<file path="config.mk">
export PLATFORM = sky130hd
export DESIGN_NAME = wildcard_glob_matcher_core
export DESIGN_NICKNAME = d
export VERILOG_FILES = /design/src/design/wgm_pkg.sv /design/src/design/wildcard_glob_matcher_core.sv /design/src/design/wgm_cell.sv
export SDC_FILE = /design/constraint.sdc
export NUM_CORES = 1
export LEC_CHECK = 0
export BUFFER_PORTS_ARGS = -buffer_cell sky130_fd_sc_hd__buf_2
export CORE_MARGIN = 1
export CORE_UTILIZATION = 63
export CTS_BUF_LIST = sky130_fd_sc_hd__clkbuf_4
export DETAILED_ROUTE_END_ITERATION = 16
export PLACE_DENSITY_LB_ADDON = 0.25
export REMOVE_ABC_BUFFERS = 1
export SETUP_SLACK_MARGIN = 0.05
export SLEW_MARGIN = 40
export SYNTH_ARGS = -nofsm -noshare
export SYNTH_HDL_FRONTEND = slang
export SYNTH_SLANG_ARGS = --single-unit
</file>
<file path="constraint.sdc">
create_clock -name aclk -period 4.77 [get_ports aclk]
set_input_delay 0.2385 -clock aclk [delete_from_list [all_inputs] [get_ports aclk]]
set_output_delay 0.2385 -clock aclk [all_outputs]
set_load 0.02 [all_outputs]
</file>
<file path="src/design/wgm_pkg.sv">
package wgm_pkg;

    // Pattern bytes with a meaning of their own
    localparam logic [7:0] STAR_CHAR = 8'h2A;
    localparam logic [7:0] ANY_CHAR  = 8'h3F;
    localparam logic [7:0] END_CHAR  = 8'h00;

    // Pattern storage is fixed at two 64-bit words
    localparam int PATTERN_BYTES = 16;
    localparam int WORD_W        = 64;
    localparam int LENGTH_W      = 5;
    localparam int CFG_INDEX_W   = 2;

    // Configuration register indexes
    localparam logic [CFG_INDEX_W-1:0] REG_PATTERN_LOW  = 2'd0;
    localparam logic [CFG_INDEX_W-1:0] REG_PATTERN_HIGH = 2'd1;
    localparam logic [CFG_INDEX_W-1:0] REG_PATTERN_LEN  = 2'd2;

    // Signals rippling from one position cell to the next
    typedef struct packed {
        logic close0;  // star closure of the stored positions
        logic adv;     // character consumed at the previous position
        logic close1;  // star closure after the advance
    } chain_t;

    // Per-item control shared by all cells
    typedef struct packed {
        logic has_char;  // item carries a character
        logic load;      // accepted item with a character
        logic restart;   // accepted item that ends the name
    } step_t;

endpackage

</file>
<file path="src/design/wildcard_glob_matcher_core.sv">
// Glob matcher: streams the characters of one name and reports whether the
// whole name matches the configured pattern ('*' any run, '?' one char).
// Input channel s_*: one character per item (s_has_char), s_last ends the
// name; an item with s_has_char low and s_last high ends it with no char.
// Result channel m_*: one item per name, m_matched, given for the item that
// carries s_last, in the cycle after it is accepted.
// Throughput is one item per cycle: a row of MAX_PATTERN+1 position cells
// holds the live pattern positions and all of them step together, with star
// closure rippling along the row within the cycle.
// The result sits in an output register; a new item is taken whenever that
// register is empty or being drained, so a stalled receiver holds off the
// input only while a result is waiting.
// Configuration: cfg_index 0/1 write pattern bytes 0-7 / 8-15 (byte 0 in bits
// 7:0), index 2 writes the pattern length; write only while idle.
// Reset (aresetn low, synchronous) clears the pattern registers, empties the
// output register and leaves only position zero live.
module wildcard_glob_matcher_core #(
    parameter int MAX_PATTERN = 16
) (
    input  logic                             aclk,
    input  logic                             aresetn,
    input  logic                             cfg_valid,
    output logic                             cfg_ready,
    input  logic [wgm_pkg::CFG_INDEX_W-1:0]  cfg_index,
    input  logic [wgm_pkg::WORD_W-1:0]       cfg_data,
    input  logic                             s_valid,
    output logic                             s_ready,
    input  logic [7:0]                       s_ch,
    input  logic                             s_has_char,
    input  logic                             s_last,
    output logic                             m_valid,
    input  logic                             m_ready,
    output logic                             m_matched
);

    localparam int CELLS = MAX_PATTERN + 1;
    localparam int LEN_W = $clog2(CELLS);

    logic [wgm_pkg::WORD_W-1:0]   pat_low_reg;
    logic [wgm_pkg::WORD_W-1:0]   pat_high_reg;
    logic [wgm_pkg::LENGTH_W-1:0] pat_len_reg;
    logic                         m_valid_reg;
    logic                         m_valid_next;
    logic                         m_matched_reg;
    logic                         m_matched_next;

    logic [7:0]       pat_bytes [wgm_pkg::PATTERN_BYTES];
    logic [LEN_W-1:0] len_cap;
    logic [LEN_W-1:0] eff_len;
    logic [CELLS-1:0] cell_en;
    logic [CELLS-1:0] view_vec;
    wgm_pkg::chain_t  chain [CELLS+1];
    wgm_pkg::step_t   step;
    logic             s_accept;

    // Configuration registers
    assign cfg_ready = 1'b1;

    always_ff @(posedge aclk) begin
        if (!aresetn) begin
            pat_low_reg  <= '0;
            pat_high_reg <= '0;
            pat_len_reg  <= '0;
        end else if (cfg_valid && cfg_ready) begin
            case (cfg_index)
                wgm_pkg::REG_PATTERN_LOW:  pat_low_reg  <= cfg_data;
                wgm_pkg::REG_PATTERN_HIGH: pat_high_reg <= cfg_data;
                wgm_pkg::REG_PATTERN_LEN:  pat_len_reg  <= cfg_data[wgm_pkg::LENGTH_W-1:0];
                default: ;
            endcase
        end
    end

    // Pattern bytes and effective length (capped, cut at first zero byte)
    always_comb begin
        for (int i = 0; i < wgm_pkg::PATTERN_BYTES; i++) begin
            if (i < 8) begin
                pat_bytes[i] = pat_low_reg[8*i +: 8];
            end else begin
                pat_bytes[i] = pat_high_reg[8*(i-8) +: 8];
            end
        end
    end

    always_comb begin
        if (pat_len_reg > wgm_pkg::LENGTH_W'(MAX_PATTERN)) begin
            len_cap = LEN_W'(MAX_PATTERN);
        end else begin
            len_cap = LEN_W'(pat_len_reg);
        end
        eff_len = len_cap;
        for (int i = MAX_PATTERN - 1; i >= 0; i--) begin
            if ((LEN_W'(i) < len_cap) && (pat_bytes[i] == wgm_pkg::END_CHAR)) begin
                eff_len = LEN_W'(i);
            end
        end
        for (int i = 0; i < CELLS; i++) begin
            cell_en[i] = (LEN_W'(i) < eff_len);
        end
    end

    // Handshake: take an item whenever the result register can move
    assign s_ready  = !m_valid_reg || m_ready;
    assign s_accept = s_valid && s_ready;

    assign step.has_char = s_has_char;
    assign step.load     = s_accept && s_has_char;
    assign step.restart  = s_accept && s_last;

    // Row of position cells
    assign chain[0] = '0;

    for (genvar g = 0; g < CELLS; g++) begin : g_cell
        logic [7:0] cell_byte;
        if (g < MAX_PATTERN) begin : g_byte
            assign cell_byte = pat_bytes[g];
        end else begin : g_end
            assign cell_byte = wgm_pkg::END_CHAR;
        end
        wgm_cell #(
            .RESET_LIVE (g == 0)
        ) u_cell (
            .aclk      (aclk),
            .aresetn   (aresetn),
            .pat_byte  (cell_byte),
            .en        (cell_en[g]),
            .ch        (s_ch),
            .step      (step),
            .chain_in  (chain[g]),
            .chain_out (chain[g+1]),
            .view      (view_vec[g])
        );
    end

    // Output register
    always_comb begin
        m_valid_next   = m_valid_reg;
        m_matched_next = m_matched_reg;
        if (s_accept && s_last) begin
            m_valid_next   = 1'b1;
            m_matched_next = view_vec[eff_len];
        end else if (m_ready) begin
            m_valid_next = 1'b0;
        end
    end

    always_ff @(posedge aclk) begin
        if (!aresetn) begin
            m_valid_reg <= 1'b0;
        end else begin
            m_valid_reg <= m_valid_next;
        end
        m_matched_reg <= m_matched_next;
    end

    assign m_valid   = m_valid_reg;
    assign m_matched = m_matched_reg;

    // Checks
    a_last_gives_result: assert property (@(posedge aclk) disable iff (!aresetn)
        (s_valid && s_ready && s_last) |=> m_valid)
        else $error("ending item gave no result");

    a_restart_clears: assert property (@(posedge aclk) disable iff (!aresetn)
        (s_valid && s_ready && s_last) |=> (view_vec[0] && !s_has_char ||
                                            s_has_char || !s_valid || !s_ready ||
                                            g_cell[0].u_cell.view))
        else $error("position zero not live after name end");

    a_no_spurious_result: assert property (@(posedge aclk) disable iff (!aresetn)
        (s_valid && s_ready && !s_last && !m_valid) |=> !m_valid)
        else $error("result without ending item");

    a_no_overwrite: assert property (@(posedge aclk) disable iff (!aresetn)
        (m_valid && !m_ready) |=> ($stable(m_matched) && m_valid))
        else $error("waiting result changed");

endmodule

</file>
<file path="src/design/wgm_cell.sv">
module wgm_cell #(
    parameter logic RESET_LIVE = 1'b0
) (
    input  logic           aclk,
    input  logic           aresetn,
    input  logic [7:0]     pat_byte,
    input  logic           en,
    input  logic [7:0]     ch,
    input  wgm_pkg::step_t step,
    input  wgm_pkg::chain_t chain_in,
    output wgm_pkg::chain_t chain_out,
    output logic           view
);

    logic live_reg;
    logic live_next;
    logic is_star;
    logic char_ok;
    logic closed0;
    logic star_hit0;
    logic nv;
    logic closed1;

    // Pattern byte decode for this position
    assign is_star = en && (pat_byte == wgm_pkg::STAR_CHAR);
    assign char_ok = en && !is_star &&
                     ((pat_byte == wgm_pkg::ANY_CHAR) || (pat_byte == ch));

    // Closure, advance, closure again
    assign closed0   = live_reg | chain_in.close0;
    assign star_hit0 = closed0 & is_star;
    assign nv        = star_hit0 | chain_in.adv;
    assign closed1   = nv | chain_in.close1;

    assign chain_out.close0 = star_hit0;
    assign chain_out.adv    = closed0 & char_ok;
    assign chain_out.close1 = closed1 & is_star;

    // Position as seen by the result of this item
    assign view = step.has_char ? closed1 : closed0;

    always_comb begin
        live_next = live_reg;
        if (step.restart) begin
            live_next = RESET_LIVE;
        end else if (step.load) begin
            live_next = closed1;
        end
    end

    always_ff @(posedge aclk) begin
        if (!aresetn) begin
            live_reg <= RESET_LIVE;
        end else begin
            live_reg <= live_next;
        end
    end

endmodule

</file>
Word-level counts from Yosys, hierarchy flattened

Cells that the tools add are included.

Register bits after elaboration: 152
Bits of input ports: 81
Output and inout bits: 4
Logic and storage cells: 363

$lt $le $gt $ge: 34
Equality and inequality tests: 50
Multiplexer cells: 38
Bitwise operators: 96
Reductions and logical operators: 123

Operator list:

| cell               | count |
|---|---|
| $eq 8x6->1 const B | 32 |
| $eq 8x8->1         | 16 |
| $logic_not 8->1    | 16 |
| $mux 5             | 17 |
| $lt 4x5->1 const A | 16 |
| $logic_and 1x1->1  | 67 |
| $and 1x1->1        | 48 |
| $or 1x1->1         | 47 |
| $lt 3x5->1 const A | 8 |
| $lt 1x5->1 const A | 4 |
| $lt 2x5->1 const A | 4 |
| $mux 1             | 20 |
| $logic_not 1->1    | 17 |
| $logic_or 1x1->1   | 17 |
| $lt 5x6->1 const B | 1 |
| $reduce_and 2->1   | 3 |
| $bmux 1 s5         | 1 |
| $gt 5x5->1 const B | 1 |
| $eq 2x1->1 const B | 1 |
| $eq 2x2->1 const B | 1 |
| $logic_not 2->1    | 1 |
| $reduce_bool 2->1  | 1 |
| $reduce_or 2->1    | 1 |
| $not 1->1          | 1 |

Depth between registers and ports, before layout

Depth in word-level cells: 61
Depth in mapped cells: 17
Mapped depth without buffers: 14

Modules after synthesis

From an unflattened synthesis, not the netlist that was laid out.

Cells, all modules: 1296
Area total of the unflattened synthesis: 10129.7 um^2

By module, submodules not included:

| module                            | instances | cells each | area each (um^2) | sequential area each (um^2) |
|---|---|---|---|---|
| wildcard_glob_matcher_core        | 1         | 751        | 6078.3           | 2712.6 |
| wgm_cell at g_cell[10].u_cell ... | 16        | 32         | 239.0            | 20.0 |
| wgm_cell at g_cell[0].u_cell      | 1         | 33         | 227.7            | 20.0 |

Least setup slack after synthesis

No wires, ideal clock.

Kind: register -> register
From: register pat_len_reg[0] (netlist name)
To: register m_matched_reg (netlist: m_matched) (data pin)
Library setup time: 0.268 ns
Arrival: 3.579 ns
Data required time: 4.502 ns
Setup slack: 0.923 ns
Cell stages (with the launch flop): 16
Buffers on the path: 1
Clock period less this slack: 3.847 ns
Cell sequence: dfxtp_1 > buf_2 > or4_1 > o2111ai_2 > nand2_1 > a311o_1 > a211o_1 > nand4b_4 > a31oi_1 > nor3_1 > o31ai_2 > a21oi_2 > o21a_1 > a221o_1 > a211oi_2 > nand4_1

Cells in the longest elaborated chain, start to end: 61
Elaborated cells between the ends (all ways): 244
Classes of those cells: order compare (33); mux (36); bitwise (95); reduce/logical (80)

Ends and longest elaborated chain:

| what                             | RTL line                          | source |
|---|---|---|
| start: declaration               | wildcard_glob_matcher_core.sv:41  | `logic [wgm_pkg::LENGTH_W-1:0] pat_len_reg;` |
| start signal: assignment         | wildcard_glob_matcher_core.sv:68  | `wgm_pkg::REG_PATTERN_LEN: pat_len_reg <= cfg_data[wgm_pkg::LENGTH_W-1:0];` |
| $gt 5x5->1                       | wildcard_glob_matcher_core.sv:86  | `if (pat_len_reg > wgm_pkg::LENGTH_W'(MAX_PATTERN)) begin` |
| $mux 5 (*)                       | wildcard_glob_matcher_core.sv:86  |  |
| $lt 4x5->1                       | wildcard_glob_matcher_core.sv:93  | `if ((LEN_W'(i) < len_cap) && (pat_bytes[i] == wgm_pkg::END_CHAR)) begin` |
| $logic_and 1x1->1                | wildcard_glob_matcher_core.sv:93  |  |
| $mux 5 (15 in a row)             | wildcard_glob_matcher_core.sv:93  |  |
| $mux 5 (*)                       | wildcard_glob_matcher_core.sv:93  |  |
| $lt 1x5->1                       | wildcard_glob_matcher_core.sv:98  | `cell_en[i] = (LEN_W'(i) < eff_len);` |
| $logic_and 1x1->1                | wgm_cell.sv:25                    | `assign is_star = en && (pat_byte == wgm_pkg::STAR_CHAR);` |
| (+31 left out)                   | -                                 |  |
| $or 1x1->1                       | wgm_cell.sv:33                    | `assign closed1 = nv \| chain_in.close1;` |
| $and 1x1->1                      | wgm_cell.sv:37                    | `assign chain_out.close1 = closed1 & is_star;` |
| $or 1x1->1                       | wgm_cell.sv:33                    |  |
| $and 1x1->1                      | wgm_cell.sv:37                    |  |
| $or 1x1->1                       | wgm_cell.sv:33                    |  |
| $mux 1                           | wgm_cell.sv:40                    | `assign view = step.has_char ? closed1 : closed0;` |
| $bmux 1 s5 (*)                   | wildcard_glob_matcher_core.sv:141 | `m_matched_next = view_vec[eff_len];` |
| $mux 1 (implied by the code) (*) | wildcard_glob_matcher_core.sv:141 |  |
| end signal: assignment           | wildcard_glob_matcher_core.sv:153 | `m_matched_reg <= m_matched_next;` |
| end: declaration                 | wildcard_glob_matcher_core.sv:44  | `logic m_matched_reg;` |

Every way passes the cells marked *; elsewhere a longest branch is shown, timed or not. The select of a mux whose other input is x is not followed.
A chain may end at the register's enable or synchronous reset.

Final worst setup path

From: register pat_len_reg[1] (netlist name)
To: register m_matched_reg (netlist: m_matched) (data pin)

The elaborated chain is that of the path after synthesis.

==> flow_metrics.env <==
export IMPL_fin_crit_sh_pct=93.2
export IMPL_post_route_drc_count=0
export IMPL_grt_use_total_pct=40.1
export IMPL_drt_iter0_drc=932
export IMPL_multi_input_area_mm2=0.00665
export IMPL_cts_inserted_buffers=17
export IMPL_finalPower_uw=3160
export IMPL_synth_top_area_share_pct=30.0
export IMPL_r2r_slack_ns=0.32
export IMPL_start_util_pct=65.3
export IMPL_peakVddDrop_mv=0.345
export IMPL_final_hold_violation_count=0
export IMPL_cp_data_required_time_ns=5.11
export IMPL_yosys_area_top_type="dfxtp_1"
export IMPL_max_freq_mhz=225
export IMPL_core_mm2=0.0154
export IMPL_cp_top_family="compound AO/OA/AOI/OAI gates"
export IMPL_grt_max_degree=88
export IMPL_row_count=45
export IMPL_worst_pin_slew_ns=0.808
export IMPL_synth_edff_count=1
export IMPL_maxSlewHeadroom_pct=46.1
export IMPL_hold_depth=3
export IMPL_synth_ff_type="dfxtp_1"
export IMPL_grt_setup_unrepaired="false"
export IMPL_grt_pass1_wl_um=51400
export IMPL_overflow=0
export IMPL_wire_per_inst_um=19.4
export IMPL_finalCriticalPeriod_ns=4.45
export IMPL_routed_wl_um=32400
export IMPL_clock_sinks=152
export IMPL_gp_congestion=1.07
export IMPL_reg2regPathDepth=13
export IMPL_cts_tree="yes"
export IMPL_ant_nets=0
export IMPL_synth_yosys_seq_area_share_pct=30.3
export IMPL_ys_ff_latch=152
export IMPL_start_kind="flip-flop"
export IMPL_ys_top_cells_by_area="dfxtp_1 30%, nand2_1 11%, a21boi_0 9.8%"
export IMPL_critPathBufInv=0
export IMPL_power_leakage_uw=0.00415
export IMPL_syn_mean_instance_area_um2=7.68
export IMPL_crit_fanout=15
export IMPL_die_w_um=128
export IMPL_ios=85
export IMPL_outcome="complete, no violations"
export IMPL_numPortBuffers=83
export IMPL_clk_pin_slew_ns=0.14
export IMPL_die_area_mm2=0.0165
export IMPL_htreeDepth=4
export IMPL_area_growth_pct=17.2
export IMPL_powerDensity_mw_per_mm2=267
export IMPL_mostFrequentLayoutCell="nand2_1"
export IMPL_final_cell_mix="306 x nand2_1, 151 x dfxtp_1, 131 x a21boi_0"
export IMPL_finalSetupViolations=0
export IMPL_clk_latency_ns=0.59
export IMPL_tns_ns=0
export IMPL_synth_cell_area_mm2=0.0101
export IMPL_min_path_type="primary input to flip-flop"
export IMPL_vias_per_cell=6.25
export IMPL_worstPathArrival_ns=4.79
export IMPL_cpMaxStageDelayCell="dfxtp_1"
export IMPL_root_buffer="clkbuf_4"
export IMPL_ys_warn_count=0
export IMPL_maxCapViolCount=0
export IMPL_async_flop_share_pct=0
export IMPL_slew_violations=0
export IMPL_ys_types=95
export IMPL_final_nets=1520
export IMPL_skew_ns=0.0155
export IMPL_post_cts_buffers=0
export IMPL_worstPathCellList="o21ai_0, a2111oi_4, o221ai_1, o21ai_4, o2bb2ai_1, a31oi_1, nor3_1, o31ai_2, a21oi_2, o21a_1, a221o_1, a211oi_2, nand4_1"
export IMPL_synthesis_instances=1312
export IMPL_fill_cells=1143
export IMPL_dp_hpwl_um=22600
export IMPL_crit_type="flip-flop to flip-flop"
export IMPL_drive_above_1_share_pct=14.0
export IMPL_clk_path_buf_depth=2
export IMPL_drt_pass1_iter_count=5
export IMPL_worstSetupEndpointType="flip-flop"
export IMPL_regArea_mm2=0.00305
export IMPL_antenna_found_initial=1
export IMPL_num_vias=10400
export IMPL_first_global_vias=9782
export IMPL_die_height_um=128
export IMPL_cp_depth=13
export IMPL_max_stage_delay_ns=0.62
export IMPL_cts_resized_gates=0
## power by group
group | leakage (µW) | total (µW) | switching [µW] | internal (µW)
combinational | 0.00270 | 686 | 402 | 284
clock | 0.000212 | 1090 | 507 | 587
sequential | 0.00124 | 1380 | 59.6 | 1320
## layer usage
layer  wire [µm]  vias up  share of wire [%]  global-route usage, %
li1            -     4927                  -                      -
met3        3190       91                9.9                   11.1
met4        1120        0                3.5                   16.5
met5           0        -                  0                      0
met1       13400     4888                 41                   50.8
met2       14700      502                 45                   64.3
## kinds of logic (layout without fill, tap and decap cells)
logic type | after synthesis | in the layout | share of synthesized area, %
xor gates and xnor gates | 128 | 128 | 11.1
and+or+nand+nor | 591 | 591 | 28.0
muxes | 6 | 6 | 0.720
other | 1 | 2 | 0.0372
DFF | 152 | 152 | 30.3
AOI/OAI and AO/OA | 337 | 337 | 26.0
buffers and inverters | 97 | 237 | 3.79
## stage by stage
stage	setup WS [ns]	instances	hold slack (ns)	utilization (%)	cell area (µm²)
after CTS	0.372	1663	0.0299	76.6	11800
after floorplan	0.745	1231	0.367	-	9750
after global routing	0.0694	1664	0.0418	76.6	11800
after global placement	0.449	1562	0.441	69.5	10700
final	0.322	1664	0.0596	76.6	11800
after detailed placement	0.423	1562	0.449	69.5	10700
## what timing repair did
| item | 4_1_cts | 5_1_grt |
|---|---|---|
| setup endpoints to repair | 0 | 1 |
| endpoints found under the hold margin | 130 | 0 |
| hold buffers | 69 | 0 |
## cell usage after synthesis (16+ instances only)
master / count
nand2_1: 306
dfxtp_1: 151
a21boi_0: 131
xnor2_1: 96
nor2_1: 69
clkbuf_1: 59
nand4_1: 43
o21ai_0: 34
xor2_1: 32
nor3_1: 30
a21oi_1: 27
nor4_1: 25
nand3_1: 22
inv_1: 16
## worst min-delay path, stage by stage
cell	delay (ns)
buf_2	0.10
nand3_1	0.11
inv_1	0.08
## final cells by class
type                       count  area share, %
tap                          211           2.23
multi-input combinational   1063           56.3
timing repair buffer         189           11.7
clock buffer                  18           1.14
clock inverter                14           2.27
antenna                        1         0.0212
sequential                   152           25.8
inverter                      16          0.508
## worst paths after layout
path	from	end
hold reg to reg	g_cell[16].u_cell.live_reg	g_cell[16].u_cell.live_reg
setup reg to reg	pat_len_reg[1]	m_matched
setup / recovery	pat_len_reg[1]	m_matched
hold / removal	s_valid	m_matched
No activity file was read; power rests on OpenSTA's default activity.
